<file path="src/rtl/spds_pkg.sv">
package spds_pkg;

  // how the front part classifies one point
  typedef enum logic [1:0] {
    KIND_FIRST = 2'd0,  // first point of a scan, or first point after reset
    KIND_JOIN  = 2'd1,  // close enough to the previous point
    KIND_BREAK = 2'd2   // opens the next cluster
  } kind_e;

  // configuration register indexes
  localparam int CFG_IDX_W = 3;
  typedef enum logic [CFG_IDX_W-1:0] {
    REG_SENSOR_X   = 3'd0,
    REG_SENSOR_Y   = 3'd1,
    REG_SENSOR_Z   = 3'd2,
    REG_NEAR_THR   = 3'd3,
    REG_FAR_RANGE  = 3'd4,
    REG_RANGE_GAIN = 3'd5
  } cfg_reg_e;

  localparam int NEAR_W = 16;
  localparam int FAR_W  = 23;
  localparam int GAIN_W = 16;

  localparam logic [NEAR_W-1:0] NEAR_RESET = 16'd205;
  localparam logic [FAR_W-1:0]  FAR_RESET  = 23'd23552;
  localparam logic [GAIN_W-1:0] GAIN_RESET = 16'd572;

  // entries of the queue between front and back
  localparam int QUEUE_DEPTH = 8;

endpackage

</file>
<file path="src/rtl/spds_queue.sv">
module spds_queue #(
  parameter int DEPTH = 8
) (
  input  logic            clk_i,
  input  logic            rst_ni,
  input  logic            push_i,
  input  spds_pkg::kind_e data_i,
  input  logic            pop_i,
  output spds_pkg::kind_e data_o,
  output logic            empty_o,
  output logic            full_o
);

  localparam int PTR_W = (DEPTH > 1) ? $clog2(DEPTH) : 1;
  localparam int CNT_W = $clog2(DEPTH + 1);

  spds_pkg::kind_e  mem_q [DEPTH];
  logic [PTR_W-1:0] wr_ptr_q, wr_ptr_d, rd_ptr_q, rd_ptr_d;
  logic [CNT_W-1:0] count_q, count_d;
  logic             do_push, do_pop;

  assign do_push = push_i && !full_o;
  assign do_pop  = pop_i && !empty_o;

  assign wr_ptr_d = (wr_ptr_q == PTR_W'(DEPTH - 1)) ? '0 : wr_ptr_q + 1'b1;
  assign rd_ptr_d = (rd_ptr_q == PTR_W'(DEPTH - 1)) ? '0 : rd_ptr_q + 1'b1;
  assign count_d  = count_q + CNT_W'(do_push) - CNT_W'(do_pop);

  always_ff @(posedge clk_i or negedge rst_ni) begin
    if (!rst_ni) begin
      wr_ptr_q <= '0;
      rd_ptr_q <= '0;
      count_q  <= '0;
    end else begin
      if (do_push) begin
        wr_ptr_q <= wr_ptr_d;
      end
      if (do_pop) begin
        rd_ptr_q <= rd_ptr_d;
      end
      count_q <= count_d;
    end
  end

  always_ff @(posedge clk_i) begin
    if (do_push) begin
      mem_q[wr_ptr_q] <= data_i;
    end
  end

  assign data_o  = mem_q[rd_ptr_q];
  assign empty_o = (count_q == '0);
  assign full_o  = (count_q == CNT_W'(DEPTH));

endmodule

</file>
<file path="config.mk">
export PLATFORM = sky130hd
export DESIGN_NAME = spds_queue
export DESIGN_NICKNAME = d
export VERILOG_FILES = /design/src/rtl/spds_pkg.sv /design/src/rtl/spds_queue.sv
export SDC_FILE = /design/constraint.sdc
export NUM_CORES = 1
export LEC_CHECK = 0
export CAP_MARGIN = 20
export CORE_MARGIN = 5
export CORE_UTILIZATION = 60
export CTS_CLUSTER_DIAMETER = 30
export DETAILED_ROUTE_END_ITERATION = 8
export DONT_BUFFER_PORTS = 1
export PLACE_DENSITY = 0.76
export SYNTH_ARGS = -nofsm -noshare
export SYNTH_HDL_FRONTEND = slang
export SYNTH_SLANG_ARGS = --single-unit
</file>
<file path="constraint.sdc">
create_clock -name clk_i -period 6.6 [get_ports clk_i]
set_input_delay 0.33 -clock clk_i [delete_from_list [all_inputs] [get_ports clk_i]]
set_output_delay 0.33 -clock clk_i [all_outputs]
set_load 0.02 [all_outputs]
</file>
==> metrics.txt <==
ANT nets after route 0; detailed router's first-iteration violation count 13; most used cells in the layout excluding fill and tap cells 16 x edfxtp_1, 10 x ha_1, 10 x dfrtp_1; post-synthesis cell area approximately 1200 µm²; outcome finished, final reports clean; ratio of cells with drive above 1 in the final layout approximately 14%; half-perimeter wire length of the detailed placement result 1280 µm; insertion delay to the later sink of the worst-skew pair ~0.31 ns; post_cts resized 0; initial antenna violation count 0; H-tree level count 1; Vias per Instance roughly 5.3; area enclosed by the die boundary approximately 3000 µm²; detailed-route wire length between 1500 and 2000 µm; min cycle time layout 2.81 ns; utilization of the core after routing 66.6%; net count reported at finish between 100 and 150; transition time at the pin with the least slew margin 0.779 ns; clock-pin slew of the registers on the worst-case setup and hold paths between 0.1 and 0.15 ns; number of max-cap violations 0; type of the setup path with the least slack register to register; global-route total usage across every layer roughly an eighth; number of remaining DRC errors 0; number of non-filler instances in the completed layout about 110; io pins 10; RSZ-0062 raised after global routing no; Max Clock Freq roughly 360 MHz; TritonCTS clock tree yes; crit path capture type register; number of buffers inserted to repair setup after CTS 0; Setup WS post-layout 3.79 ns; initial standard-cell utilization of the core a little under two thirds; average size of a mapped cell around 15 µm²; register area 731 µm²; leakage power of the design roughly 0.54 nW; port buffer count 0; pre-CTS WS about 3.8 ns; TritonCTS buffer count 3; Power per Cell Area ~420 nW/µm²; Final setup violation count 0; Antenna Cells 0; floorplan die height ~56 µm; number of endpoints with negative hold slack in the final report 0; detailed-route via count 596; pin count of the biggest net entering global routing 15; Worst Path Max Fanout 4; Register-to-Register Setup Slack 3.79 ns; overall die width 55.6 µm; Pre-antenna DRT Iters 4; flop and latch count out of synthesis 26; vias in the first global route roughly 660; proportion of synthesized chip area in sequential cells 58.6%; most common cell after layout, fill and taps aside edfxtp_1; maximum resistive drop on vdd about 0.00025 V; row count 16; Wirelength per Cell about 15 µm; global placement routability congestion just over 0.7; root cell of the clock tree clkbuf_4; max-slew violation count 0; worst hold path class input port to register; global-route wire length before repair ~3100 µm; Netlist cell types 22; area overhead of the layout relative to synthesis 4.71%; cells after synthesis 82; total negative slack 0 ns; core footprint slightly below 2000 µm²; Period Utilization, post-route a little over two fifths; data required time of the critical path just under 7 ns; Max Buffers Root-to-Sink 2; yosys warns 0; number of filler cells placed in the layout 150; setup clock skew after layout between 0.004 and 0.005 ns; placed insts 108; total number of clock tree sinks 26; signal arrival time at the worst endpoint ~3 ns; Congestion Overflow GR 0; Rel. slew slack between 40% and 50%; kind of launch point of the worst setup path register; cts-stage hold buffer count 1; area occupied by multi-input gates roughly 470 µm²; tightest hold margin approximately 0.11 ns; total nets after synthesis 99
[layer usage]
| metal | vias to the layer above | wire length, µm | global-route usage [%] | share of wire [%] |
|---|---|---|---|---|
| met3 | 2 | 65 | 3.02 | 4.0 |
| met4 | 0 | 19 | 6.25 | 1.2 |
| met5 | - | 0 | 0 | 0 |
| met2 | 8 | 797 | 20.3 | 49 |
| met1 | 277 | 758 | 16.9 | 46 |
| li1 | 309 | - | - | - |
[report_power, final]
group,internal (mW),switching [mW]
combinational,0.113,0.102
sequential,0.223,0.0457
clock,0.0236,0.0419
total,0.360,0.190
[through the flow]
| stage | area [µm²] | total power [mW] |
|---|---|---|
| after floorplan | 1250 | 0.455 |
| after global placement | 1270 | 0.479 |
| after detailed placement | 1270 | 0.491 |
| after CTS | 1310 | 0.559 |
| after global routing | 1310 | 0.606 |
| final | 1310 | 0.549 |
[kinds of logic after synthesis]
kind of cell / count (synthesis) / synth area share [%]
flops: 26 / 58.6
simple gates: 19 / 8.13
mux: 12 / 15.6
fa+ha+maj: 11 / 11.6
buf+inv: 10 / 3.61
compound gates: 2 / 1.00
xor+xnor: 2 / 1.40
[final timing paths]
| path | startpoint | to | cells after the start |
|---|---|---|---|
| max | count_q[2] | count_q[2] | 11 |
| min | data_i[0] | mem_q[4][0] | 0 |
| max reg2reg | count_q[2] | count_q[2] | 11 |
| min reg2reg | count_q[0] | count_q[0] | 1 |
| max in group asynchronous | rst_ni | count_q[0] | 1 |
| min in group asynchronous | rst_ni | wr_ptr_q[0] | 1 |
[worst max-delay path: stages (launching register included)]
cell and delay (ns):
dfrtp_1 0.39, inv_1 0.09, ha_1 0.14, nor3b_1 0.64, nand2b_1 0.29, inv_1 0.07
ha_1 0.28, inv_1 0.06, ha_1 0.17, inv_1 0.06, fa_1 0.38, xnor2_1 0.14
[cells in the mapped netlist]
library cell	instances	area, µm²
dfrtp_1	10	250
nand2_1	1	3.75
buf_6	1	11.3
nand2b_1	3	18.8
mux2_2	8	90.1
a21o_1	1	7.51
fa_1	1	20.0
or3b_1	1	8.76
ha_1	10	125
xor2_1	1	8.76
nor2_1	5	18.8
nand2_2	1	6.26
edfxtp_1	16	480
a21oi_1	1	5.00
inv_1	9	33.8
nand3_1	1	5.00
nor3_1	4	20.0
nor4_1	1	6.26
nor2b_1	1	6.26
nor3b_1	1	7.51
mux4_1	4	105
xnor2_1	1	8.76
[final cells by class]
cell class	instances	share of cell area, %
multi-input combinational	46	36.1
inverter	9	2.59
sequential	26	55.9
clock buffer	4	2.01
tap	27	2.59
timing repair buffer	1	0.766
[state kept, by name, indices dropped and copies added (netlist names)]
signal    cells
wr_ptr_q      3
rd_ptr_q      3
count_q       4
mem_q        16
(Power assumes the default switching activity.)
