File: src/rtl/spds_pkg.sv
package spds_pkg;

  // how the front part classifies one point
  typedef enum logic [1:0] {
    KIND_FIRST = 2'd0,  // first point of a scan, or first point after reset
    KIND_JOIN  = 2'd1,  // close enough to the previous point
    KIND_BREAK = 2'd2   // opens the next cluster
  } kind_e;

  // configuration register indexes
  localparam int CFG_IDX_W = 3;
  typedef enum logic [CFG_IDX_W-1:0] {
    REG_SENSOR_X   = 3'd0,
    REG_SENSOR_Y   = 3'd1,
    REG_SENSOR_Z   = 3'd2,
    REG_NEAR_THR   = 3'd3,
    REG_FAR_RANGE  = 3'd4,
    REG_RANGE_GAIN = 3'd5
  } cfg_reg_e;

  localparam int NEAR_W = 16;
  localparam int FAR_W  = 23;
  localparam int GAIN_W = 16;

  localparam logic [NEAR_W-1:0] NEAR_RESET = 16'd205;
  localparam logic [FAR_W-1:0]  FAR_RESET  = 23'd23552;
  localparam logic [GAIN_W-1:0] GAIN_RESET = 16'd572;

  // entries of the queue between front and back
  localparam int QUEUE_DEPTH = 8;

endpackage

File: src/rtl/spds_back.sv
module spds_back #(
  parameter int MAX_POINTS = 1024
) (
  input  logic                             clk_i,
  input  logic                             rst_ni,
  input  logic                             valid_i,
  input  spds_pkg::kind_e                  kind_i,
  output logic                             take_o,
  input  logic                             out_pop_i,
  output logic                             out_valid_o,
  output logic [$clog2(MAX_POINTS+1)-1:0]  cluster_label_o,
  output logic                             opens_cluster_o,
  output logic [$clog2(MAX_POINTS+1)-1:0]  member_count_o,
  output logic [$clog2(MAX_POINTS)-1:0]    point_index_o
);

  localparam int LBL_W = $clog2(MAX_POINTS + 1);
  localparam int IDX_W = $clog2(MAX_POINTS);

  logic [LBL_W-1:0] label_q, label_d, size_q, size_d;
  logic [IDX_W-1:0] next_idx_q, next_idx_d, idx_q, idx_d;
  logic             opens_q, opens_d, out_v_q;

  assign take_o = valid_i && (!out_v_q || out_pop_i);

  always_comb begin
    label_d = label_q;
    size_d  = size_q;
    idx_d   = next_idx_q;
    opens_d = 1'b1;
    unique case (kind_i)
      spds_pkg::KIND_FIRST: begin
        label_d = LBL_W'(1);
        size_d  = LBL_W'(1);
        idx_d   = '0;
      end
      spds_pkg::KIND_JOIN: begin
        size_d  = (size_q < LBL_W'(MAX_POINTS)) ? size_q + 1'b1 : size_q;
        opens_d = 1'b0;
      end
      spds_pkg::KIND_BREAK: begin
        label_d = (label_q < LBL_W'(MAX_POINTS)) ? label_q + 1'b1 : label_q;
        size_d  = LBL_W'(1);
      end
      default: begin
        label_d = label_q;
      end
    endcase
    next_idx_d = (idx_d < IDX_W'(MAX_POINTS - 1)) ? idx_d + 1'b1 : idx_d;
  end

  always_ff @(posedge clk_i or negedge rst_ni) begin
    if (!rst_ni) begin
      label_q    <= '0;
      size_q     <= '0;
      next_idx_q <= '0;
      out_v_q    <= 1'b0;
    end else begin
      if (take_o) begin
        label_q    <= label_d;
        size_q     <= size_d;
        next_idx_q <= next_idx_d;
        out_v_q    <= 1'b1;
      end else if (out_pop_i) begin
        out_v_q <= 1'b0;
      end
    end
  end

  always_ff @(posedge clk_i) begin
    if (take_o) begin
      idx_q   <= idx_d;
      opens_q <= opens_d;
    end
  end

  assign out_valid_o     = out_v_q;
  assign cluster_label_o = label_q;
  assign member_count_o  = size_q;
  assign point_index_o   = idx_q;
  assign opens_cluster_o = opens_q;

endmodule

File: config.mk
export PLATFORM = sky130hd
export DESIGN_NAME = spds_back
export DESIGN_NICKNAME = d
export VERILOG_FILES = /design/src/rtl/spds_pkg.sv /design/src/rtl/spds_back.sv
export SDC_FILE = /design/constraint.sdc
export NUM_CORES = 1
export LEC_CHECK = 0
export BUFFER_PORTS_ARGS = -buffer_cell sky130_fd_sc_hd__buf_2
export CELL_PAD_IN_SITES_DETAIL_PLACEMENT = 0
export CELL_PAD_IN_SITES_GLOBAL_PLACEMENT = 2
export CORE_ASPECT_RATIO = 0.9
export CORE_UTILIZATION = 39
export CTS_BUF_LIST = sky130_fd_sc_hd__clkbuf_8
export DETAILED_ROUTE_END_ITERATION = 12
export HOLD_SLACK_MARGIN = 0.12
export PLACE_DENSITY_LB_ADDON = 0.05
export SYNTH_ARGS = -nofsm -noshare
export SYNTH_HDL_FRONTEND = slang
export SYNTH_SLANG_ARGS = --single-unit
export TNS_END_PERCENT = 10
File: constraint.sdc
create_clock -name clk_i -period 4.7 [get_ports clk_i]
set_input_delay 0.705 -clock clk_i [delete_from_list [all_inputs] [get_ports clk_i]]
set_output_delay 0.705 -clock clk_i [all_outputs]
set_load 0.01 [all_outputs]
==> reports/qor.yml, run 1 <==
drt-pass1-iter-count: 4
startpoint_type: "primary input"
end_kind: "output port"
hold_violations: 0
crit_chain: "buf_2 -> nand2b_2 -> nand2_1 -> inv_1 -> buf_2"
core_sq_mm: 0.00535
path_common_cell: "buf_2"
drt_iter0_markers: 80
syn_area_per_cell_sq_um: 10.4
cts.sinks: 44
cap_violations: 0
finalSetupTns_ps: 0
slowest_stage: "inv_1"
grt_pass1_wl_mm: 8.22
slew_headroom_pct: 48.8
die_area_sq_mm: 0.00596
reg2regPathDepth: 6
synth_nets: 221
drtAntennaViolNets: 0
rsz0062_at_grt: "no"
io_pins: 41
wl_met3_um: 174
die_h_um: 73.3
leakagePower_nw: 1.12
synth_ff_type: "dfrtp_1"
multi_input_area_sq_um: 970
cts_tree: "done"
port_buffers: 40
final_cells: 321
setup_violations: 0
layout.nets: 262
routedWlPerCell_um: 14.9
fin_crit_sh_pct: 59.3
cts_root_buffer: "clkbuf_8"
nFillCells: 533
critPathRequiredTime_ps: 3990
layout-drive-gt1-share_pct: 25.2
hp-class: "in2async"
highest_layer: "met4"
grt_max_degree: 34
antenna_found_initial: 0
postSynthCellCount: 212
grt_use_total_pct: 18.5
initial_core_util_pct: 41.2
r2r_setup_slack_ps: 2780
slowest_delay_ps: 500
gr-total-overflow: 0
synth-edff-count: 11
worst_pin_slew_ps: 768
netlist_area_sq_mm: 0.00221
die_w_um: 81.3
cts_resized: 0
diodes: 0
path_class: "in2out"
grt_pass1_vias: 1659
synth_seq_cells: 44
placed_cells_incl_taps: 313
post_cts.repair.setup_buffers: 0
routabilityCongestion: 0.756
h-tree-depth: 2
status: "completed"
rows: 25
rr_endpoint: "next_idx_q[8]$_DFFE_PN0P_"
drt-total-wl_mm: 4.80
skew_ps: 8.31
async_reset_ff_share_pct: 75.0
clkLatencyLatePin_ps: 300
drv_slew: 0
fmax_mhz: 359
place_hpwl_mm: 3.38
viasPerCell: 5.30
cp.arrival_ps: 2080
ys_warn_count: 0
clockBufferDepth: 2
postCtsHoldBufs: 0
post-route-min-period_ps: 2790
synth_cell_types: 46
layout_commonest_cell: "buf_2"
wl_met2_mm: 2.13
post-route-drc-count: 0
seq_area_frac_synth_pct: 52.4
areaGrowthSynthToFinish_pct: 15.5
clk_pin_slew_ps: 80
regArea_sq_mm: 0.00116
cts_made_buffers: 5
cellPowerDensity_mw_per_mm2: 378
vias: 1701
met1_length_mm: 2.42
final_cell_mix: "40 x buf_2, 33 x dfrtp_1, 25 x nand2_1"
peakVddDrop_mv: 0.242
rr_startpoint: "next_idx_q[0]$_DFFE_PN0P_"
cp_max_fo: 16
-- through the flow --
step | cell area (sq um) | hold slack [ps] | worst slack (ps) | total power, mW | utilization, %
floorplan | 2210 | 409 | 2160 | 0.612 | -
global placement | 2440 | 526 | 1950 | 0.683 | 45.6
detailed placement | 2440 | 526 | 1900 | 0.683 | 45.6
CTS | 2550 | 514 | 1900 | 0.973 | 47.6
global route | 2550 | 536 | 1740 | 1.02 | 47.6
finish | 2550 | 471 | 1910 | 0.962 | 47.6
-- power breakdown --
group	total, mW	internal (mW)	leakage (nW)	switching [mW]
sequential	0.491	0.445	0.545	0.0466
clock	0.288	0.156	0.0593	0.133
combinational	0.183	0.0751	0.511	0.107
-- sequential cells by signal, summed over array words and instances (netlist names) --
signal	flops
cluster_label_o	11
member_count_o	11
next_idx_q	10
point_index_o	10
opens_cluster_o	1
out_valid_o	1
-- worst max path at each step --
stage | from | endpoint | depth (start not counted)
final | out_pop_i | take_o | 5
after global routing | out_pop_i | take_o | 5
after CTS | out_pop_i | take_o | 5
after detailed placement | out_pop_i | take_o | 5
after global placement | out_pop_i | take_o | 5
after floorplan | kind_i[0] | next_idx_q[8]$_DFFE_PN0P_ | 9
-- area by class of cell --
type / count / share of cell area [%]
multi-input combinational: 154 / 38.1
inverter: 8 / 1.18
timing repair buffer: 40 / 7.86
clock inverter: 3 / 1.52
sequential: 44 / 45.4
tap: 67 / 3.29
clock buffer: 5 / 2.70
-- per-layer routing --
metal / vias to the layer above / global-route usage, %
met2: 32 / 26.9
met1: 810 / 26.3
li1: 852 / -
met4: 0 / 7.14
met5: - / 0
met3: 7 / 4.47
-- kinds of logic after synthesis --
logic type / synth area share (%)
AOI/OAI and AO/OA: 11.5
xor gates and xnor gates: 3.18
adders and majority gates: 1.70
buffers and inverters: 3.63
DFF: 52.4
muxes: 1.99
and+or+nand+nor: 25.6
-- worst max-delay path: cells and delay by family --
kind / cells / cell delay, ps
buf+inv: 3 / 810
simple gates: 2 / 550
-- synth_stat cells (4+ instances only) --
| library cell | count | area, sq um |
|---|---|---|
| a21oi_1 | 13 | 65.1 |
| and2_1 | 9 | 56.3 |
| dfrtp_1 | 33 | 826 |
| edfxtp_1 | 11 | 330 |
| inv_1 | 8 | 30.0 |
| nand2_1 | 25 | 93.8 |
| nand3_1 | 10 | 50.1 |
| nand4_1 | 8 | 50.1 |
| nor2_1 | 9 | 33.8 |
| o21ai_0 | 14 | 70.1 |
| or3_1 | 11 | 68.8 |
| xnor2_1 | 4 | 35.0 |
| xor2_1 | 4 | 35.0 |
Power figures use the tool's default switching activity.
==> run 2, diff against run 1 <==
- ABC_AREA: not set -> 1
- CORE_UTILIZATION: 39 -> 34
- clock period: 4.7 -> 2.91 ns (I/O delays scaled with it)
==> run 2 against run 1 <==
Core utilization shrank 6.4 points. Cell count rose by 34%. Die area is 24% higher. Largest cell class unchanged. First-iteration DRC count is 6.3% higher.
==> reports/qor.yml, run 2 <==
status: "completed"
synth_top_area_share_pct: 34.5
path_class: "in2reg"
rows: 28
slowest_stage: "nand3_2"
cts_made_buffers: 5
post-route-min-period_ps: 2160
rr_startpoint: "next_idx_q[0]$_DFFE_PN0P_"
worst_pin_slew_ps: 800
grt_pass1_wl_mm: 9.54
clkLatencyLatePin_ps: 290
port_buffers: 40
postSynthCellCount: 297
routabilityCongestion: 0.746
grt_pass1_vias: 1909
cp.arrival_ps: 2390
cts_root_buffer: "clkbuf_8"
crit_chain: "buf_2 -> inv_1 -> nand2_1 -> nand2_1 -> inv_1 -> ha_1 -> nand2_1 -> nor3_4 -> nand3_2 -> nand2_1 -> xor2_1"
startpoint: "kind_i[0]"
drt-pass1-iter-count: 4
layout.nets: 347
synth_ff_type: "dfrtp_1"
drv_slew: 0
skew_ps: 8.28
path_common_cell: "nand2_1"
critPathRequiredTime_ps: 3130
areaGrowthSynthToFinish_pct: 15.1
pre_cts_slack_ps: 410
synth_cell_types: 28
final_cell_mix: "66 x nand2_1, 52 x inv_1, 40 x buf_2"
synthAdderAreaFrac_pct: 1.57
synth_commonest_cells: "66 x nand2_1, 50 x inv_1, 33 x dfrtp_1, 24 x nand4_1, 23 x nand3_1"
diodes: 0
grt_use_total_pct: 16.4
die_w_um: 90.5
syn_area_per_cell_sq_um: 8.06
synth-simple-area-share_pct: 31.7
rsz0062_at_grt: "no"
multi_input_area_sq_um: 998
ys_warn_count: 0
drt-total-wl_mm: 5.62
peakVddDrop_mv: 0.215
post_cts.repair.setup_buffers: 0
synth_area_leaders: "dfrtp_1 34%, edfxtp_1 14%, nand2_1 10%"
cp_max_fo: 16
die_h_um: 81.6
cap_violations: 0
clockBufferDepth: 2
vias: 2056
synth_mux_area_share_pct: 0
nFillCells: 708
leakagePower_nw: 1.35
routedWlPerCell_um: 13.1
grt_max_degree: 34
fin_crit_sh_pct: 74.3
cts.sinks: 44
startpoint_type: "primary input"
fmax_mhz: 462
initial_core_util_pct: 35.8
cellPowerDensity_mw_per_mm2: 533
end_kind: "register"
synth_seq_cells: 44
slew_headroom_pct: 46.6
h-tree-depth: 2
antenna_found_initial: 0
finalSetupTns_ps: 0
post-route-drc-count: 0
synth_top_area_cell: "dfrtp_1"
seq_area_frac_synth_pct: 48.3
setup_violations: 0
synth_nets: 306
synth-compound-area-share_pct: 7.31
viasPerCell: 4.79
place_hpwl_mm: 4.02
synth_top_family_by_area: "simple AND/OR/NAND/NOR gates"
drt_iter0_markers: 85
postCtsHoldBufs: 0
synth-edff-count: 11
drtAntennaViolNets: 0
hold_violations: 0
layout_commonest_cell: "nand2_1"
synth-xor-area-share_pct: 1.10
layout-drive-gt1-share_pct: 18.3
gr-total-overflow: 0
cts_tree: "done"
cts_resized: 0
clk_pin_slew_ps: 90
die_area_sq_mm: 0.00738
io_pins: 41
hp-class: "in2async"
netlist_area_sq_mm: 0.00239
async_reset_ff_share_pct: 75.0
yosysMostFrequentCell: "nand2_1"
slowest_delay_ps: 330
regArea_sq_mm: 0.00116
core_sq_mm: 0.00669
fin_ws_ps: 748
run 2: changes by cell type after synthesis, sizes merged, moves of 9 or more:
cell | previous run | this run
nand2 | 25 | 68
nor3 | 2 | 11
and2 | 9 | 0
or3 | 11 | 0
nor2 | 10 | 27
nand3 | 10 | 25
inv | 8 | 51
nand4 | 10 | 24
run 2: area by class of cell:
cell class	instances	share of cell area (%)
inverters	51	6.95
repair buffers	41	7.54
clock buffers	6	3.00
well taps	90	4.09
clock inverters	2	0.272
flip-flops and latches	44	41.9
multi-input cells	195	36.2
run 2: through the flow:
stage | util (%) | instance area [sq um] | total power, mW | instances | hold WS [ps]
3_5_place_dp | 39.8 | 2670 | 1.09 | 421 | 483
6_report | 41.2 | 2760 | 1.47 | 429 | 225
5_1_grt | 41.2 | 2760 | 1.57 | 429 | 290
4_1_cts | 41.2 | 2760 | 1.49 | 429 | 269
3_3_place_gp | 39.8 | 2670 | 1.09 | 421 | 483
2_1_floorplan | - | 2390 | 0.973 | 297 | 141
run 2: critical path, delay by kind of cell:
| kind | cells | cell delay (ps) |
|---|---|---|
| adders and majority gates | 1 | 190 |
| buffers and inverters | 3 | 500 |
| xor gates and xnor gates | 1 | 150 |
| and+or+nand+nor | 6 | 1120 |
run 2: worst paths after layout:
kind / end / slack [ps] / cells after the start
setup / recovery: next_idx_q[0]$_DFFE_PN0P_ / 750 / 11
hold / removal: member_count_o[8]$_DFFE_PN0P_ / 220 / 1
setup reg to reg: next_idx_q[0]$_DFFE_PN0P_ / 1020 / 8
hold reg to reg: next_idx_q[1]$_DFFE_PN0P_ / 510 / 2
max in group asynchronous: next_idx_q[4]$_DFFE_PN0P_ / 2180 / 1
min in group clk_i: out_valid_o$_DFFE_PN0P_ / 350 / 3
run 2: where the power goes:
group | leakage [nW] | switching, mW | total, mW | internal [mW]
combinational | 0.739 | 0.190 | 0.294 | 0.104
sequential | 0.554 | 0.0680 | 0.777 | 0.709
clock | 0.0538 | 0.211 | 0.398 | 0.187
run 2: per-layer routing:
| metal | GRT usage [%] | up-vias | routed length (um) |
|---|---|---|---|
| met5 | 0 | - | 0 |
| met4 | 5.00 | 0 | 70 |
| met3 | 3.15 | 7 | 132 |
| met2 | 25.5 | 28 | 2480 |
| met1 | 23.2 | 966 | 2940 |
| li1 | - | 1055 | - |
run 2: cell families (layout without fill, tap and decap cells):
family / Yosys count / in the layout
compound gates: 33 / 33
simple gates: 156 / 156
xor+xnor: 3 / 3
buf+inv: 58 / 100
flops: 44 / 44
fa+ha+maj: 3 / 3
==> run 3, diff against run 2 <==
- ABC_AREA: 1 -> 0
- CORE_UTILIZATION: 34 -> 36
- clock period: 2.91 -> 2 ns (I/O delays scaled with it)
==> run 3 against run 2 <==
Largest power group unchanged. Critical endpoint is now next_idx_q[8]$_DFFE_PN0P_. Sequential power up 49%. Highest routed layer unchanged. Worst hold slack better by 130 ps. Largest cell class unchanged. Sequential share of layout area up 1.8 points. Routed wire length down 16%. Cell area down 4.2%. Flip-flop and latch count unchanged. The flow now finishes with violations (DRC). Clock-buffer cell count down 1. Worst setup slack worse by 510 ps. Die area down 13%. Critical path type is now reg2reg. Total power up 56%.
==> reports/qor.yml, run 3 (synthesis results as in run 1) <==
crit_end: "next_idx_q[8]$_DFFE_PN0P_"
placed_cells_incl_taps: 324
antenna_found_initial: 0
core_sq_mm: 0.00579
end_kind: "register"
finalSetupTns_ps: 0
grt_max_degree: 34
slew_headroom_pct: 49.4
rr_endpoint: "next_idx_q[8]$_DFFE_PN0P_"
vias: 1718
gr-total-overflow: 0
initial_core_util_pct: 38.1
port_buffers: 40
rr_startpoint: "next_idx_q[1]$_DFFE_PN0P_"
rows: 26
post-route-min-period_ps: 1760
die_h_um: 76.3
cts_tree: "done"
fmax_mhz: 569
drt_iter0_markers: 69
io_pins: 41
power.internal_mw: 1.61
layout.nets: 271
routabilityCongestion: 0.690
fin_crit_sh_pct: 87.9
peakVddDrop_mv: 0.506
slowest_stage: "dfrtp_1"
final_cells: 333
die_w_um: 84.5
startpoint: "next_idx_q[1]$_DFFE_PN0P_"
drt-pass1-iter-count: 8
post-route-drc-count: 3
grt_pass1_vias: 1698
cap_violations: 0
failed_checks: "DRC"
cts.sinks: 44
r2r_setup_slack_ps: 240
sequentialPowerShare_pct: 50.6
cts_resized: 0
slowest_delay_ps: 380
crit_chain: "and2_1 -> ha_2 -> nand3_2 -> or2_2 -> o41ai_2 -> a2bb2oi_1"
total_power_mw: 2.28
layout_commonest_cell: "buf_2"
viasPerCell: 5.16
cellPowerDensity_mw_per_mm2: 865
worst_pin_slew_ps: 759
h-tree-depth: 2
grt_use_total_pct: 16.0
rsz0062_at_grt: "no"
cts_made_buffers: 5
drtAntennaViolNets: 0
diodes: 0
finish.utilization_pct: 45.6
clock_power_share_pct: 30.1
place_hpwl_mm: 3.34
postCtsHoldBufs: 1
hp-class: "in2reg"
power_switching_uw: 678
skew_ps: 8.09
sw_frac_of_total_pct: 29.7
clk_pin_slew_ps: 90
path_class: "reg2reg"
layout-drive-gt1-share_pct: 28.9
hold_violations: 0
placed_area_sq_mm: 0.00252
leakagePower_nw: 1.16
grt_pass1_wl_mm: 8.25
routedWlPerCell_um: 14.2
p_comb_share_pct: 19.3
cts_root_buffer: "clkbuf_8"
status: "complete, but fails checks"
die_area_sq_mm: 0.00644
pre_cts_slack_ps: 112
fin_ws_ps: 242
final_cell_mix: "40 x buf_2, 33 x dfrtp_1, 25 x nand2_1"
critPathRequiredTime_ps: 2180
cp_max_fo: 5
clkLatencyLatePin_ps: 300
cp.arrival_ps: 1940
final_area_sq_mm: 0.00264
post_cts.repair.setup_buffers: 0
setup_violations: 0
clockBufferDepth: 2
startpoint_type: "register"
reg2regPathDepth: 6
drt-total-wl_mm: 4.72
areaGrowthSynthToFinish_pct: 19.7
hold_ws_ps: 352
drv_slew: 0
[run 3: changes by cell type in the layout (fill, tap and decap cells not counted), sizes merged, moves of 11 or more]
| cell | previous run | this run |
|---|---|---|
| nand2 | 68 | 25 |
| nand4 | 24 | 10 |
| inv | 53 | 8 |
| or3 | 0 | 11 |
| nand3 | 25 | 10 |
| nor2 | 27 | 10 |
[run 3: area by class of cell]
type                            instances  area, sq um
Timing Repair Buffer                   49          270
Fill cell                             583         3150
Tap cell                               70         87.6
Clock inverter                          3         42.5
Inverter                                8         30.0
Clock buffer                            5         68.8
Multi-Input combinational cell        154          985
Sequential cell                        44         1160
[run 3: worst min path at each step]
stage	start	endpoint	slack (ps)	depth (start not counted)
floorplan	rst_ni	cluster_label_o[0]$_DFFE_PN0P_	4	0
global placement	rst_ni	next_idx_q[3]$_DFFE_PN0P_	430	1
detailed placement	rst_ni	next_idx_q[3]$_DFFE_PN0P_	420	1
CTS	valid_i	out_valid_o$_DFFE_PN0P_	350	3
global route	valid_i	out_valid_o$_DFFE_PN0P_	370	3
finish	valid_i	out_valid_o$_DFFE_PN0P_	350	3
[run 3: worst max-delay path: cells and delay by family (launching register included)]
family / cells / cell delay (ps)
AOI/OAI and AO/OA: 2 / 420
adders and majority gates: 1 / 240
and+or+nand+nor: 3 / 620
DFF: 1 / 380
[run 3: layer usage]
layer | vias up | part of all wire, % | global-route usage [%]
li1 | 869 | - | -
met5 | - | 0 | 0
met4 | 0 | 0.76 | 4.58
met1 | 817 | 51 | 21.9
met2 | 28 | 44 | 24.6
met3 | 4 | 4.1 | 4.55
[run 3: power by group through the flow]
stage | Clock, mW | Combinational (mW) | Sequential, mW
global placement | 0 | 0.444 | 1.18
CTS | 0.713 | 0.447 | 1.15
detailed placement | 0 | 0.443 | 1.17
global route | 0.754 | 0.491 | 1.17
finish | 0.687 | 0.441 | 1.16
floorplan | 0 | 0.264 | 1.18
